[src/hw/rtl/cpl_pkg.sv]
package cpl_pkg;

    localparam int unsigned NUM_SLOTS = 4;
    localparam int unsigned VAL_W     = 16;
    localparam int unsigned CFG_W     = 32;
    localparam int unsigned IDX_W     = 3;
    localparam int unsigned CNT_W     = 3;
    localparam int unsigned DIV_STEPS = VAL_W;

    typedef logic signed [VAL_W-1:0] q88_t;

    // x sits in the upper half, matching the register layout
    typedef struct packed {
        q88_t x;
        q88_t y;
    } point_t;

    typedef enum logic [IDX_W-1:0] {
        REG_PARAM_MIN      = 3'd0,
        REG_PARAM_MAX      = 3'd1,
        REG_MAPPING_ENABLE = 3'd2,
        REG_POINT_COUNT    = 3'd3,
        REG_POINT_ZERO     = 3'd4,
        REG_POINT_ONE      = 3'd5,
        REG_POINT_TWO      = 3'd6,
        REG_POINT_THREE    = 3'd7
    } reg_idx_t;

    typedef struct packed {
        q88_t                        param_min;
        q88_t                        param_max;
        logic                        mapping_enable;
        logic [CNT_W-1:0]            point_count;
        point_t [NUM_SLOTS-1:0]      points;
    } cfg_t;

    // Item moving through the divider: rem is the partial remainder, work
    // holds the dividend bits still to come and collects quotient bits.
    typedef struct packed {
        q88_t             clamped;
        q88_t             base;
        logic             interp;
        logic             neg;
        logic [VAL_W-1:0] den;
        logic [VAL_W-1:0] rem;
        logic [VAL_W-1:0] work;
    } item_t;

endpackage

[src/hw/rtl/cpl_regs.sv]
module cpl_regs
    import cpl_pkg::*;
#(
    parameter int FRAC_BITS = 8
)
(
    input  logic             clk,
    input  logic             rst_n,
    input  logic             cfg_we,
    input  logic [IDX_W-1:0] cfg_index,
    input  logic [CFG_W-1:0] cfg_wdata,
    output cfg_t             cfg
);

    localparam logic [VAL_W-1:0] ONE_VAL = VAL_W'(1 << FRAC_BITS);

    // bounds [0, 1.0], mapping off, empty curve
    localparam cfg_t CFG_RESET = cfg_t'({{VAL_W{1'b0}}, ONE_VAL, 1'b0, {CNT_W{1'b0}},
                                         {(NUM_SLOTS * 2 * VAL_W){1'b0}}});

    cfg_t cfg_reg;

    always_ff @(posedge clk or negedge rst_n)
    begin
        if (!rst_n)
        begin
            cfg_reg <= CFG_RESET;
        end
        else if (cfg_we)
        begin
            unique case (reg_idx_t'(cfg_index))
                REG_PARAM_MIN:      cfg_reg.param_min      <= cfg_wdata[VAL_W-1:0];
                REG_PARAM_MAX:      cfg_reg.param_max      <= cfg_wdata[VAL_W-1:0];
                REG_MAPPING_ENABLE: cfg_reg.mapping_enable <= cfg_wdata[0];
                REG_POINT_COUNT:    cfg_reg.point_count    <= cfg_wdata[CNT_W-1:0];
                REG_POINT_ZERO:     cfg_reg.points[0]      <= cfg_wdata;
                REG_POINT_ONE:      cfg_reg.points[1]      <= cfg_wdata;
                REG_POINT_TWO:      cfg_reg.points[2]      <= cfg_wdata;
                REG_POINT_THREE:    cfg_reg.points[3]      <= cfg_wdata;
            endcase
        end
    end

    assign cfg = cfg_reg;

endmodule

[src/hw/rtl/cpl_front.sv]
module cpl_front
    import cpl_pkg::*;
#(
    parameter int MAX_POINTS = 4
)
(
    input  logic  clk,
    input  logic  rst_n,
    input  cfg_t  cfg,
    input  logic  in_valid,
    output logic  in_ready,
    input  q88_t  raw_value,
    output logic  out_valid,
    input  logic  out_ready,
    output item_t out_item
);

    localparam logic [CNT_W-1:0] MAX_N = CNT_W'(MAX_POINTS);

    typedef struct packed {
        q88_t             clamped;
        q88_t             base;
        logic             interp;
        logic             neg;
        logic [VAL_W-1:0] dx;
        logic [VAL_W-1:0] dy_mag;
        logic [VAL_W-1:0] den;
    } seg_t;

    logic  a_vld_reg;
    q88_t  a_clamp_reg;
    q88_t  a_clamp_next;
    q88_t  lim;
    logic  a_ready;

    logic  b_vld_reg;
    seg_t  b_reg;
    seg_t  b_next;
    logic  b_ready;

    logic  c_vld_reg;
    item_t c_reg;
    item_t c_next;
    logic  c_ready;

    logic [CNT_W-1:0] n;
    point_t           p_last;
    point_t           p_lo;
    point_t           p_hi;
    logic [1:0]       sel;
    logic             found;
    logic signed [VAL_W:0] dx_w;
    logic signed [VAL_W:0] dy_w;
    logic signed [VAL_W:0] den_w;
    logic [2*VAL_W-1:0]    mag;

    assign c_ready  = !c_vld_reg || out_ready;
    assign b_ready  = !b_vld_reg || c_ready;
    assign a_ready  = !a_vld_reg || b_ready;
    assign in_ready = a_ready;

    // clamp: upper bound first, then lower bound so that min wins
    always_comb
    begin
        lim          = (raw_value > cfg.param_max) ? cfg.param_max : raw_value;
        a_clamp_next = (lim < cfg.param_min) ? cfg.param_min : lim;
    end

    // segment search
    always_comb
    begin
        n      = (cfg.point_count > MAX_N) ? MAX_N : cfg.point_count;
        p_last = cfg.points[2'(n - CNT_W'(1))];
        found  = 1'b0;
        sel    = '0;
        for (int i = 0; i < MAX_POINTS - 1; i++)
        begin
            if (!found && (CNT_W'(i + 2) <= n) &&
                (a_clamp_reg >= cfg.points[i].x) && (a_clamp_reg <= cfg.points[i + 1].x))
            begin
                found = 1'b1;
                sel   = 2'(i);
            end
        end
        p_lo  = cfg.points[sel];
        p_hi  = cfg.points[2'(sel + 2'd1)];
        dx_w  = {a_clamp_reg[VAL_W-1], a_clamp_reg} - {p_lo.x[VAL_W-1], p_lo.x};
        dy_w  = {p_hi.y[VAL_W-1], p_hi.y} - {p_lo.y[VAL_W-1], p_lo.y};
        den_w = {p_hi.x[VAL_W-1], p_hi.x} - {p_lo.x[VAL_W-1], p_lo.x};

        b_next         = '0;
        b_next.clamped = a_clamp_reg;
        b_next.base    = a_clamp_reg;
        priority if (!cfg.mapping_enable)
        begin
            b_next.base = a_clamp_reg;
        end
        else if (n == CNT_W'(0))
        begin
            b_next.base = '0;
        end
        else if (n == CNT_W'(1) || a_clamp_reg <= cfg.points[0].x)
        begin
            b_next.base = cfg.points[0].y;
        end
        else if (a_clamp_reg >= p_last.x)
        begin
            b_next.base = p_last.y;
        end
        else if (!found)
        begin
            b_next.base = cfg.points[0].y;
        end
        else
        begin
            // equal x gives the interval's first y, no division
            b_next.base   = p_lo.y;
            b_next.interp = (den_w != '0);
            b_next.neg    = dy_w[VAL_W];
            b_next.dx     = dx_w[VAL_W-1:0];
            b_next.dy_mag = dy_w[VAL_W] ? VAL_W'(-dy_w) : dy_w[VAL_W-1:0];
            b_next.den    = den_w[VAL_W-1:0];
        end
    end

    // product of offset and rise; the quotient by den fits 16 bits
    always_comb
    begin
        mag            = b_reg.dx * b_reg.dy_mag;
        c_next.clamped = b_reg.clamped;
        c_next.base    = b_reg.base;
        c_next.interp  = b_reg.interp;
        c_next.neg     = b_reg.neg;
        c_next.den     = b_reg.den;
        c_next.rem     = mag[2*VAL_W-1:VAL_W];
        c_next.work    = mag[VAL_W-1:0];
    end

    always_ff @(posedge clk or negedge rst_n)
    begin
        if (!rst_n)
        begin
            a_vld_reg <= 1'b0;
            b_vld_reg <= 1'b0;
            c_vld_reg <= 1'b0;
        end
        else
        begin
            if (a_ready)
            begin
                a_vld_reg <= in_valid;
            end
            if (b_ready)
            begin
                b_vld_reg <= a_vld_reg;
            end
            if (c_ready)
            begin
                c_vld_reg <= b_vld_reg;
            end
        end
    end

    always_ff @(posedge clk)
    begin
        if (a_ready && in_valid)
        begin
            a_clamp_reg <= a_clamp_next;
        end
        if (b_ready && a_vld_reg)
        begin
            b_reg <= b_next;
        end
        if (c_ready && b_vld_reg)
        begin
            c_reg <= c_next;
        end
    end

    assign out_valid = c_vld_reg;
    assign out_item  = c_reg;

endmodule

[src/hw/rtl/cpl_div_step.sv]
module cpl_div_step
    import cpl_pkg::*;
(
    input  logic  clk,
    input  logic  rst_n,
    input  logic  in_valid,
    output logic  in_ready,
    input  item_t in_item,
    output logic  out_valid,
    input  logic  out_ready,
    output item_t out_item
);

    logic             vld_reg;
    item_t            item_reg;
    item_t            item_next;
    logic [VAL_W:0]   trial;
    logic [VAL_W:0]   diff;
    logic             qbit;

    assign in_ready = !vld_reg || out_ready;

    // one restoring step: bring in the next dividend bit, subtract if it fits
    always_comb
    begin
        trial     = {in_item.rem, in_item.work[VAL_W-1]};
        diff      = trial - {1'b0, in_item.den};
        qbit      = !diff[VAL_W];
        item_next = in_item;
        if (in_item.interp)
        begin
            item_next.rem  = qbit ? diff[VAL_W-1:0] : trial[VAL_W-1:0];
            item_next.work = {in_item.work[VAL_W-2:0], qbit};
        end
    end

    always_ff @(posedge clk or negedge rst_n)
    begin
        if (!rst_n)
        begin
            vld_reg <= 1'b0;
        end
        else if (in_ready)
        begin
            vld_reg <= in_valid;
        end
    end

    always_ff @(posedge clk)
    begin
        if (in_ready && in_valid)
        begin
            item_reg <= item_next;
        end
    end

    assign out_valid = vld_reg;
    assign out_item  = item_reg;

endmodule

[src/hw/rtl/clamp_piecewise_linear_map.sv]
// Clamp a signed Q8.8 value to [param_min, param_max] and map it through a piecewise curve.
// Pipeline: 3 front stages, 16 divider stages and 1 output stage; one item per
// cycle while m_tready does not stall, set by the one-bit-per-stage restoring
// divider that runs fully pipelined.
// Reset (rst_n, async, active low) empties the pipe and loads the register
// reset values; no clearing pass, items are taken right after reset.
module clamp_piecewise_linear_map
    import cpl_pkg::*;
#(
    parameter int MAX_POINTS = 4,
    parameter int FRAC_BITS  = 8
)
(
    input  logic             clk,
    input  logic             rst_n,
    input  logic             cfg_we,
    input  logic [IDX_W-1:0] cfg_index,
    input  logic [CFG_W-1:0] cfg_wdata,
    input  logic             s_tvalid,
    output logic             s_tready,
    input  logic [15:0]      s_tdata,   // [15:0] raw_value
    output logic             m_tvalid,
    input  logic             m_tready,
    output logic [31:0]      m_tdata    // [15:0] clamped_value, [31:16] mapped_value
);

    cfg_t  cfg;

    // divider chain: index 0 is the front output, index DIV_STEPS the last step
    logic  div_vld [0:DIV_STEPS];
    logic  div_rdy [0:DIV_STEPS];
    item_t div_item [0:DIV_STEPS];

    logic  out_vld_reg;
    logic  out_ready;
    q88_t  clamped_reg;
    q88_t  mapped_reg;
    q88_t  mapped_next;
    logic signed [VAL_W:0]   q_signed;
    logic signed [VAL_W+1:0] sum;

    cpl_regs #(
        .FRAC_BITS (FRAC_BITS)
    ) u_regs (
        .clk       (clk),
        .rst_n     (rst_n),
        .cfg_we    (cfg_we),
        .cfg_index (cfg_index),
        .cfg_wdata (cfg_wdata),
        .cfg       (cfg)
    );

    // clamp, segment search and product
    cpl_front #(
        .MAX_POINTS (MAX_POINTS)
    ) u_front (
        .clk       (clk),
        .rst_n     (rst_n),
        .cfg       (cfg),
        .in_valid  (s_tvalid),
        .in_ready  (s_tready),
        .raw_value (s_tdata),
        .out_valid (div_vld[0]),
        .out_ready (div_rdy[0]),
        .out_item  (div_item[0])
    );

    // one quotient bit per stage; items that need no division ride along
    for (genvar k = 0; k < DIV_STEPS; k++)
    begin : g_div
        cpl_div_step u_step (
            .clk       (clk),
            .rst_n     (rst_n),
            .in_valid  (div_vld[k]),
            .in_ready  (div_rdy[k]),
            .in_item   (div_item[k]),
            .out_valid (div_vld[k + 1]),
            .out_ready (div_rdy[k + 1]),
            .out_item  (div_item[k + 1])
        );
    end

    assign out_ready          = !out_vld_reg || m_tready;
    assign div_rdy[DIV_STEPS] = out_ready;

    // apply the sign of the rise and add to the interval's first y; the
    // result lies between the two breakpoint y values so it fits 16 bits
    always_comb
    begin
        q_signed = div_item[DIV_STEPS].neg ? -$signed({1'b0, div_item[DIV_STEPS].work})
                                           :  $signed({1'b0, div_item[DIV_STEPS].work});
        sum      = (VAL_W + 2)'(div_item[DIV_STEPS].base) + (VAL_W + 2)'(q_signed);
        mapped_next = div_item[DIV_STEPS].interp ? sum[VAL_W-1:0]
                                                 : div_item[DIV_STEPS].base;
    end

    always_ff @(posedge clk or negedge rst_n)
    begin
        if (!rst_n)
        begin
            out_vld_reg <= 1'b0;
        end
        else if (out_ready)
        begin
            out_vld_reg <= div_vld[DIV_STEPS];
        end
    end

    // hold the result while the sink stalls
    always_ff @(posedge clk)
    begin
        if (out_ready && div_vld[DIV_STEPS])
        begin
            clamped_reg <= div_item[DIV_STEPS].clamped;
            mapped_reg  <= mapped_next;
        end
    end

    assign m_tvalid = out_vld_reg;
    assign m_tdata  = {mapped_reg, clamped_reg};

endmodule

[config.mk]
export PLATFORM = sky130hd
export DESIGN_NAME = clamp_piecewise_linear_map
export DESIGN_NICKNAME = d
export VERILOG_FILES = /design/src/hw/rtl/cpl_pkg.sv /design/src/hw/rtl/cpl_regs.sv /design/src/hw/rtl/cpl_front.sv /design/src/hw/rtl/cpl_div_step.sv /design/src/hw/rtl/clamp_piecewise_linear_map.sv
export SDC_FILE = /design/constraint.sdc
export NUM_CORES = 2
export LEC_CHECK = 0
export BUFFER_PORTS_ARGS = -buffer_cell sky130_fd_sc_hd__buf_2
export CAP_MARGIN = 20
export CORE_UTILIZATION = 30
export CTS_BUF_LIST = sky130_fd_sc_hd__clkbuf_2
export DETAILED_ROUTE_END_ITERATION = 8
export PLACE_DENSITY_LB_ADDON = 0.25
export SETUP_SLACK_MARGIN = 0.02
export SLEW_MARGIN = 25
export SYNTH_ARGS = -nofsm -noshare
export SYNTH_HDL_FRONTEND = slang
export SYNTH_HIERARCHICAL = 1
export SYNTH_SLANG_ARGS = --single-unit
[constraint.sdc]
create_clock -name clk -period 7.96 [get_ports clk]
set_input_delay 0.796 -clock clk [delete_from_list [all_inputs] [get_ports clk]]
set_output_delay 0.796 -clock clk [all_outputs]
set_load 0.03 [all_outputs]
Word-level counts from Yosys, hierarchy flattened
Index checks and enable logic that the tools add are counted.
{ "totals": {"out_inout_bits": 34, "latchBits": 0, "register_bits": 1676, "input_bits": 56, "n_memories": 0, "mem_bits_ro": 0, "ram_bits": 0} }
{ "classes": {"n_mux": 53, "reduce_logical": 99, "eq_ne": 8, "n_addsub": 24, "bitwise": 2, "n_shift": 0, "n_lt_le_gt_ge": 17, "div": 0, "n_mul": 1} }
{ "ops": {"columns": ["operator", "count"], "rows": [
  ["$mux 32", 18],
  ["$mux 16", 26],
  ["$sub 17x16->17", 16],
  ["$bmux 32 s2", 3],
  ["$ge 16x16->1", 4],
  ["$le 16x16->1", 4],
  ["$logic_not 1->1", 38],
  ["$sub 16x16->17", 2],
  ["$mul 16x16->32", 1],
  ["$neg 16->16", 2],
  ["$logic_and 1x1->1", 28],
  ["$logic_or 1x1->1", 21],
  ["$reduce_bool 17->1", 1],
  ["$add 16x16->16", 1],
  ["$gt 16x16->1", 1],
  ["$lt 16x16->1", 1],
  ["$reduce_and 2->1", 8],
  ["$sub 16x16->16", 1],
  ["$eq 3x3->1 const B", 4],
  ["$lt 2x3->1 const B", 3],
  ["$eq 3x1->1 const B", 2],
  ["$eq 3x2->1 const B", 2],
  ["$le 2x3->1 const A", 2],
  ["$logic_not 3->1", 2],
  ["9 further kinds", 13]
]} }

Depth between registers and ports, before layout
{ "logic_depth": {"word_depth": 23, "ltp_mapped": 33, "mapped_depth_nobuf": 29} }

Cells and area by module
Netlist, hierarchy kept.
{ "modules_own_cells": {"columns": ["mod", "instances", "area_each_um2", "cells_each"], "rows": [
  ["cpl_div_step at g_div[0].u_step ...", 11, 3886.2, 289],
  ["cpl_front", 1, 21956.1, 2274],
  ["cpl_div_step at g_div[11].u_step ...", 4, 3878.7, 291],
  ["cpl_regs", 1, 6227.2, 356],
  ["cpl_div_step at g_div[9].u_step", 1, 3847.4, 281],
  ["clamp_piecewise_linear_map", 1, 2242.2, 193]
]} }

Least setup slack after synthesis
No wires, ideal clock.
{ "synth_timing": {"kind": "reg2reg", "start": "reg u_front.a_clamp_reg[9]", "end": "reg u_front/b_reg[31] (netlist name) (data pin)", "required_time_ps": 7694, "path_stages_with_launch": 30, "setup_ps": 266, "path_slack_ps": 1454, "t_arrival_ps": 6240, "path_buffers": 3, "path_cell_list": "edfxtp_1 ha_1 a211o_1 o211ai_1 o211ai_1 a211o_1 a31o_1 buf_2 o211a_1 o21ai_4 clkbuf_1 clkbuf_1 o21ai_0 ha_1 fa_1 nor2b_1 o21ai_0 a21boi_0 nor2_1 or2_2 inv_1 nand4_1 or3_1 or3_1 or3_1 nor3_1 nand3_1 a22oi_1 xnor2_1 nor2_1"} }
{ "synth_between": {"elab_chain_len": 20} }
{ "synth_rtl": {"columns": ["element", "line", "rtl"], "rows": [
  ["start: declaration", "cpl_front.sv:31", "q88_t a_clamp_reg;"],
  ["start signal: assignment", "cpl_front.sv:168", "a_clamp_reg <= a_clamp_next;"],
  ["$ge 16x16->1", "cpl_front.sv:79", "(a_clamp_reg >= cfg.points[i].x) && (a_clamp_reg <= cfg.points[i + 1].x))"],
  ["$logic_and 1x1->1", "cpl_front.sv:78", "if (!found && (CNT_W'(i + 2) <= n) &&"],
  ["$logic_and 1x1->1", "cpl_front.sv:79", null],
  ["$mux 1", "cpl_front.sv:78", null],
  ["$logic_not 1->1", "cpl_front.sv:78", null],
  ["$logic_and 1x1->1 (2 in a row)", "cpl_front.sv:78", null],
  ["$logic_and 1x1->1", "cpl_front.sv:79", null],
  ["$mux 1", "cpl_front.sv:78", null],
  ["[3 not listed]", null, null],
  ["$logic_and 1x1->1", "cpl_front.sv:79", null],
  ["$mux 2", "cpl_front.sv:78", null],
  ["$add 2x1->2", "cpl_front.sv:86", "p_hi = cfg.points[2'(sel + 2'd1)];"],
  ["$bmux 32 s2", "cpl_front.sv:86", null],
  ["$mux 32 (implied by the code)", "cpl_front.sv:86", null],
  ["$sub 16x16->17", "cpl_front.sv:88", "dy_w = {p_hi.y[VAL_W-1], p_hi.y} - {p_lo.y[VAL_W-1], p_lo.y};"],
  ["$neg 16->16", "cpl_front.sv:121", "b_next.dy_mag = dy_w[VAL_W] ? VAL_W'(-dy_w) : dy_w[VAL_W-1:0];"],
  ["$mux 16", "cpl_front.sv:121", null],
  ["end signal: assignment", "cpl_front.sv:172", "b_reg <= b_next;"],
  ["end: declaration", "cpl_front.sv:37", "seg_t b_reg;"]
]} }
Several ways; a longest one is shown, not always the timed one. The select of a mux whose other input is x is not followed.
A chain may end at the register's enable or synchronous reset.

Final worst setup path
{ "layout_timing": {"start": "reg u_front.a_clamp_reg[10]", "end": "reg u_front/b_reg[31] (netlist name) (data pin)"} }
The elaborated chain is that of the path after synthesis.

==> results.md <==
- The flow ran to the end, and the final reports show no timing, DRC or antenna violations.
- The via density per instance is approximately 4.7.
- At the later pin of the worst-skew pair, clock insertion delay measures 1.66 ns.
- The detailed router's first-iteration violation count is 3666.
- Across the routed clock network, the largest skew measured is about 0.26 ns.
- The deepest clock path buffer count is 4.
- Setup repair after global routing left no endpoint under its margin.
- The number of global-route vias before repair is 59100.
- Dividing the detail-routed wire length by the instance count gives 18.3 µm.
- The weighted congestion reported at the end of routability-driven placement is 0.885.
- After clock tree synthesis, the clock-pin slew on the worst setup and hold paths is roughly 0.10 ns.
- The register with the most flip-flops in the layout has 1280 of them.
- Data on the critical path is required at its endpoint by 9.22 ns.
- The cell area after technology mapping is 90900 µm².
- The headroom to the max-slew limit is 0.280.
- The worst register-to-register path has a depth of 27.
- The first global-routing pass estimated between 300000 and 400000 µm of wire.
- For this run the aggregate overflow at the end of global routing stands at 0.
- Across the run, the number of max-cap violations was 0.
- The max-slew violation total from the final report is 0.
- The number of hold-slack violations in the final timing report was 0.
- The analysis attributes to cell leakage a power of 40.2 nW.
- At the pin with the least slew margin, the transition time is 1.08 ns.
- The clock net in this run drives a total of 1676 sinks.
- The core region area is 301000 µm².
- TritonCTS built the clock tree.
- The number of warnings printed during yosys synthesis is 6.
- Synthesis produced a netlist with a net count of 8102.
- Data arrives at the worst endpoint at 8.52 ns.
- 90 I/O pins were placed.
- The overall routing resource usage is 0.143.
- The H-tree was split into 5 levels.
- The achievable frequency is roughly 140 MHz.
- Setup violations remaining at the end of the flow were counted as 0.
- Summed over all failing endpoints, the final setup total negative slack is 0 ns.
- The first element of the critical path is u_front/a_clamp_reg[10].
- For this design the ratio of total power to cell area is 357 nW/µm².
- The post-synthesis instance total is 7296.
- In the routed design, unresolved DRC markers number 0.
- The initial cell density of the core is 0.302.
- The floorplan step defined a die boundary enclosing 305000 µm².
- The final hold slack is 0.232 ns.
- The worst hold path was traced through 0 stages.
- The total length of routed wires is about 220000 µm.
- For the finished layout, the period the worst path requires is 7.26 ns.
- The remaining number of nets flagged by the antenna check after routing is 0.
- The CTS root buffer is sky130_fd_sc_hd__clkbuf_2.
- The nature of the critical path endpoint is a flip-flop.
- The pre-antenna-repair detailed-routing pass consisted of 7 iterations.
- Of the available clock period, the critical path in the final layout requires 0.912.
- Once detailed placement completed, the half-perimeter wirelength came to 162000 µm.
- In this run the critical register-to-register path is launched from u_front/a_clamp_reg[10].
- In this run the worst path has a maximum fanout of 9.
- The total via count after detailed routing is 57100.
- The average footprint of a synthesized cell is 12.5 µm².
- The relative area change from synthesis to final layout is 10.7%.
- The height of the die is 552 µm.
- The worst setup path is launched from a flip-flop.
- The worst hold-check path type is flip-flop to flip-flop.
- Measured along the x axis, the die boundary spans 552 µm.
- The number of setup buffers added after CTS is 0.
- The number of antenna violations at the first check in global routing is 15.
- Across the VDD grid, the largest voltage drop is 0.290 mV.
- The number of placement rows is 201.
- The overall power is 35.9 mW.
- Summing all non-filler instances in the final layout gives an area of about 100000 µm².
- By startpoint and endpoint, the worst setup path is classified as flip-flop to flip-flop.
- The number of buffers inserted by port buffering is 89.
- Entering global routing, the biggest net connects 110 pins.
- Once placement finished, the instance area stood at 95500 µm².
- The total number of nets in the final design is 8545.
- TritonCTS created 441 clock buffers.
- The fraction of final layout cells sized beyond drive strength 1 is 0.181.
- The start point of the worst hold path is g_div[0].u_step/out_item[51].
stage by stage:
| stage | instances | utilization | setup slack [ns] |
|---|---|---|---|
| 2_1_floorplan | 7296 | - | 1.45 |
| 3_3_place_gp | 11200 | 0.318 | 0.545 |
| 3_5_place_dp | 11200 | 0.318 | 0.580 |
| 4_1_cts | 12000 | 0.335 | 0.651 |
| 5_1_grt | 12000 | 0.335 | 0.112 |
| 6_report | 12000 | 0.335 | 0.702 |
placed cells by master (no fill, tap or decap), types with 94 or more instances in the layout:
cell type / n
sky130_fd_sc_hd__a21oi_1: 516
sky130_fd_sc_hd__and2_1: 113
sky130_fd_sc_hd__clkbuf_2: 651
sky130_fd_sc_hd__dfrtp_1: 183
sky130_fd_sc_hd__dlygate4sd3_1: 94
sky130_fd_sc_hd__edfxtp_1: 1492
sky130_fd_sc_hd__fa_1: 212
sky130_fd_sc_hd__ha_1: 538
sky130_fd_sc_hd__inv_1: 694
sky130_fd_sc_hd__mux2_2: 423
sky130_fd_sc_hd__mux2i_1: 183
sky130_fd_sc_hd__nand2_1: 438
sky130_fd_sc_hd__nand2b_1: 122
sky130_fd_sc_hd__nor2_1: 485
sky130_fd_sc_hd__o21ai_0: 308
sky130_fd_sc_hd__xnor2_1: 188
sky130_fd_sc_hd__xor2_1: 107
what timing repair did:
item,CTS,global route
endpoints found under the hold margin,371,0
resized for setup,0,2
setup endpoints to repair,0,11
hold buffers,95,0
area by class of cell:
cell class                 instances  area (µm²)
sequential                      1676       49400
clock buffer                     651        3260
tap                             3958        4950
antenna                           10        25.0
multi-input combinational       4670       37600
fill                           29900      200000
clock inverter                   128         811
inverter                         695        2610
timing repair buffer             255        1960
routing by layer:
metal  track usage  up-vias  part of all wire
met3        0.0253      373             0.045
met1         0.187    27700              0.45
met2         0.236     1356              0.47
li1              -    27600                 -
met5             0        -                 0
met4        0.0496        0             0.029
where the power goes:
group          leakage (nW)  internal, mW  total, mW  switching [mW]
Clock                  3.10          2.48       6.05            3.58
Combinational          20.3          6.72       16.6            9.88
Sequential             16.8          12.0       13.2            1.26
Total                  40.2          21.2       35.9            14.7
path summary, 6_finish.rpt:
| path | endpoint | slack (ns) |
|---|---|---|
| hold / removal | g_div[1].u_step/out_item[51] | 0.23 |
| max in group asynchronous | u_regs/cfg[118] | 6.75 |
| setup reg to reg | u_front/b_reg[31] | 0.70 |
| min in group asynchronous | u_regs/cfg[140] | 0.39 |
| setup / recovery | u_front/b_reg[31] | 0.70 |
| hold reg to reg | g_div[1].u_step/out_item[51] | 0.23 |
worst max-delay path, stage by stage, from the launching register on:
cell                        delay, ns
sky130_fd_sc_hd__edfxtp_1        0.58
sky130_fd_sc_hd__ha_1            0.36
sky130_fd_sc_hd__a21oi_1         0.13
sky130_fd_sc_hd__nor2b_1         0.07
sky130_fd_sc_hd__a2111oi_0       0.72
sky130_fd_sc_hd__o2111ai_1       0.18
sky130_fd_sc_hd__o32a_1          0.36
sky130_fd_sc_hd__a21oi_4         0.25
sky130_fd_sc_hd__o22a_1          0.43
sky130_fd_sc_hd__o22a_1          0.21
sky130_fd_sc_hd__o21ai_0         0.10
sky130_fd_sc_hd__ha_1            0.24
sky130_fd_sc_hd__fa_1            0.46
sky130_fd_sc_hd__nor2b_1         0.12
sky130_fd_sc_hd__o21ai_0         0.10
sky130_fd_sc_hd__a21boi_0        0.28
sky130_fd_sc_hd__nor2_1          0.14
sky130_fd_sc_hd__or2_2           0.32
sky130_fd_sc_hd__inv_1           0.06
sky130_fd_sc_hd__nand4_1         0.11
sky130_fd_sc_hd__or3_1           0.36
sky130_fd_sc_hd__or3_1           0.35
sky130_fd_sc_hd__or3_1           0.34
sky130_fd_sc_hd__nor3_1          0.27
sky130_fd_sc_hd__nand3_1         0.12
sky130_fd_sc_hd__a22oi_1         0.23
sky130_fd_sc_hd__xnor2_1         0.14
sky130_fd_sc_hd__nor2_1          0.05
(Power assumes the default switching activity.)
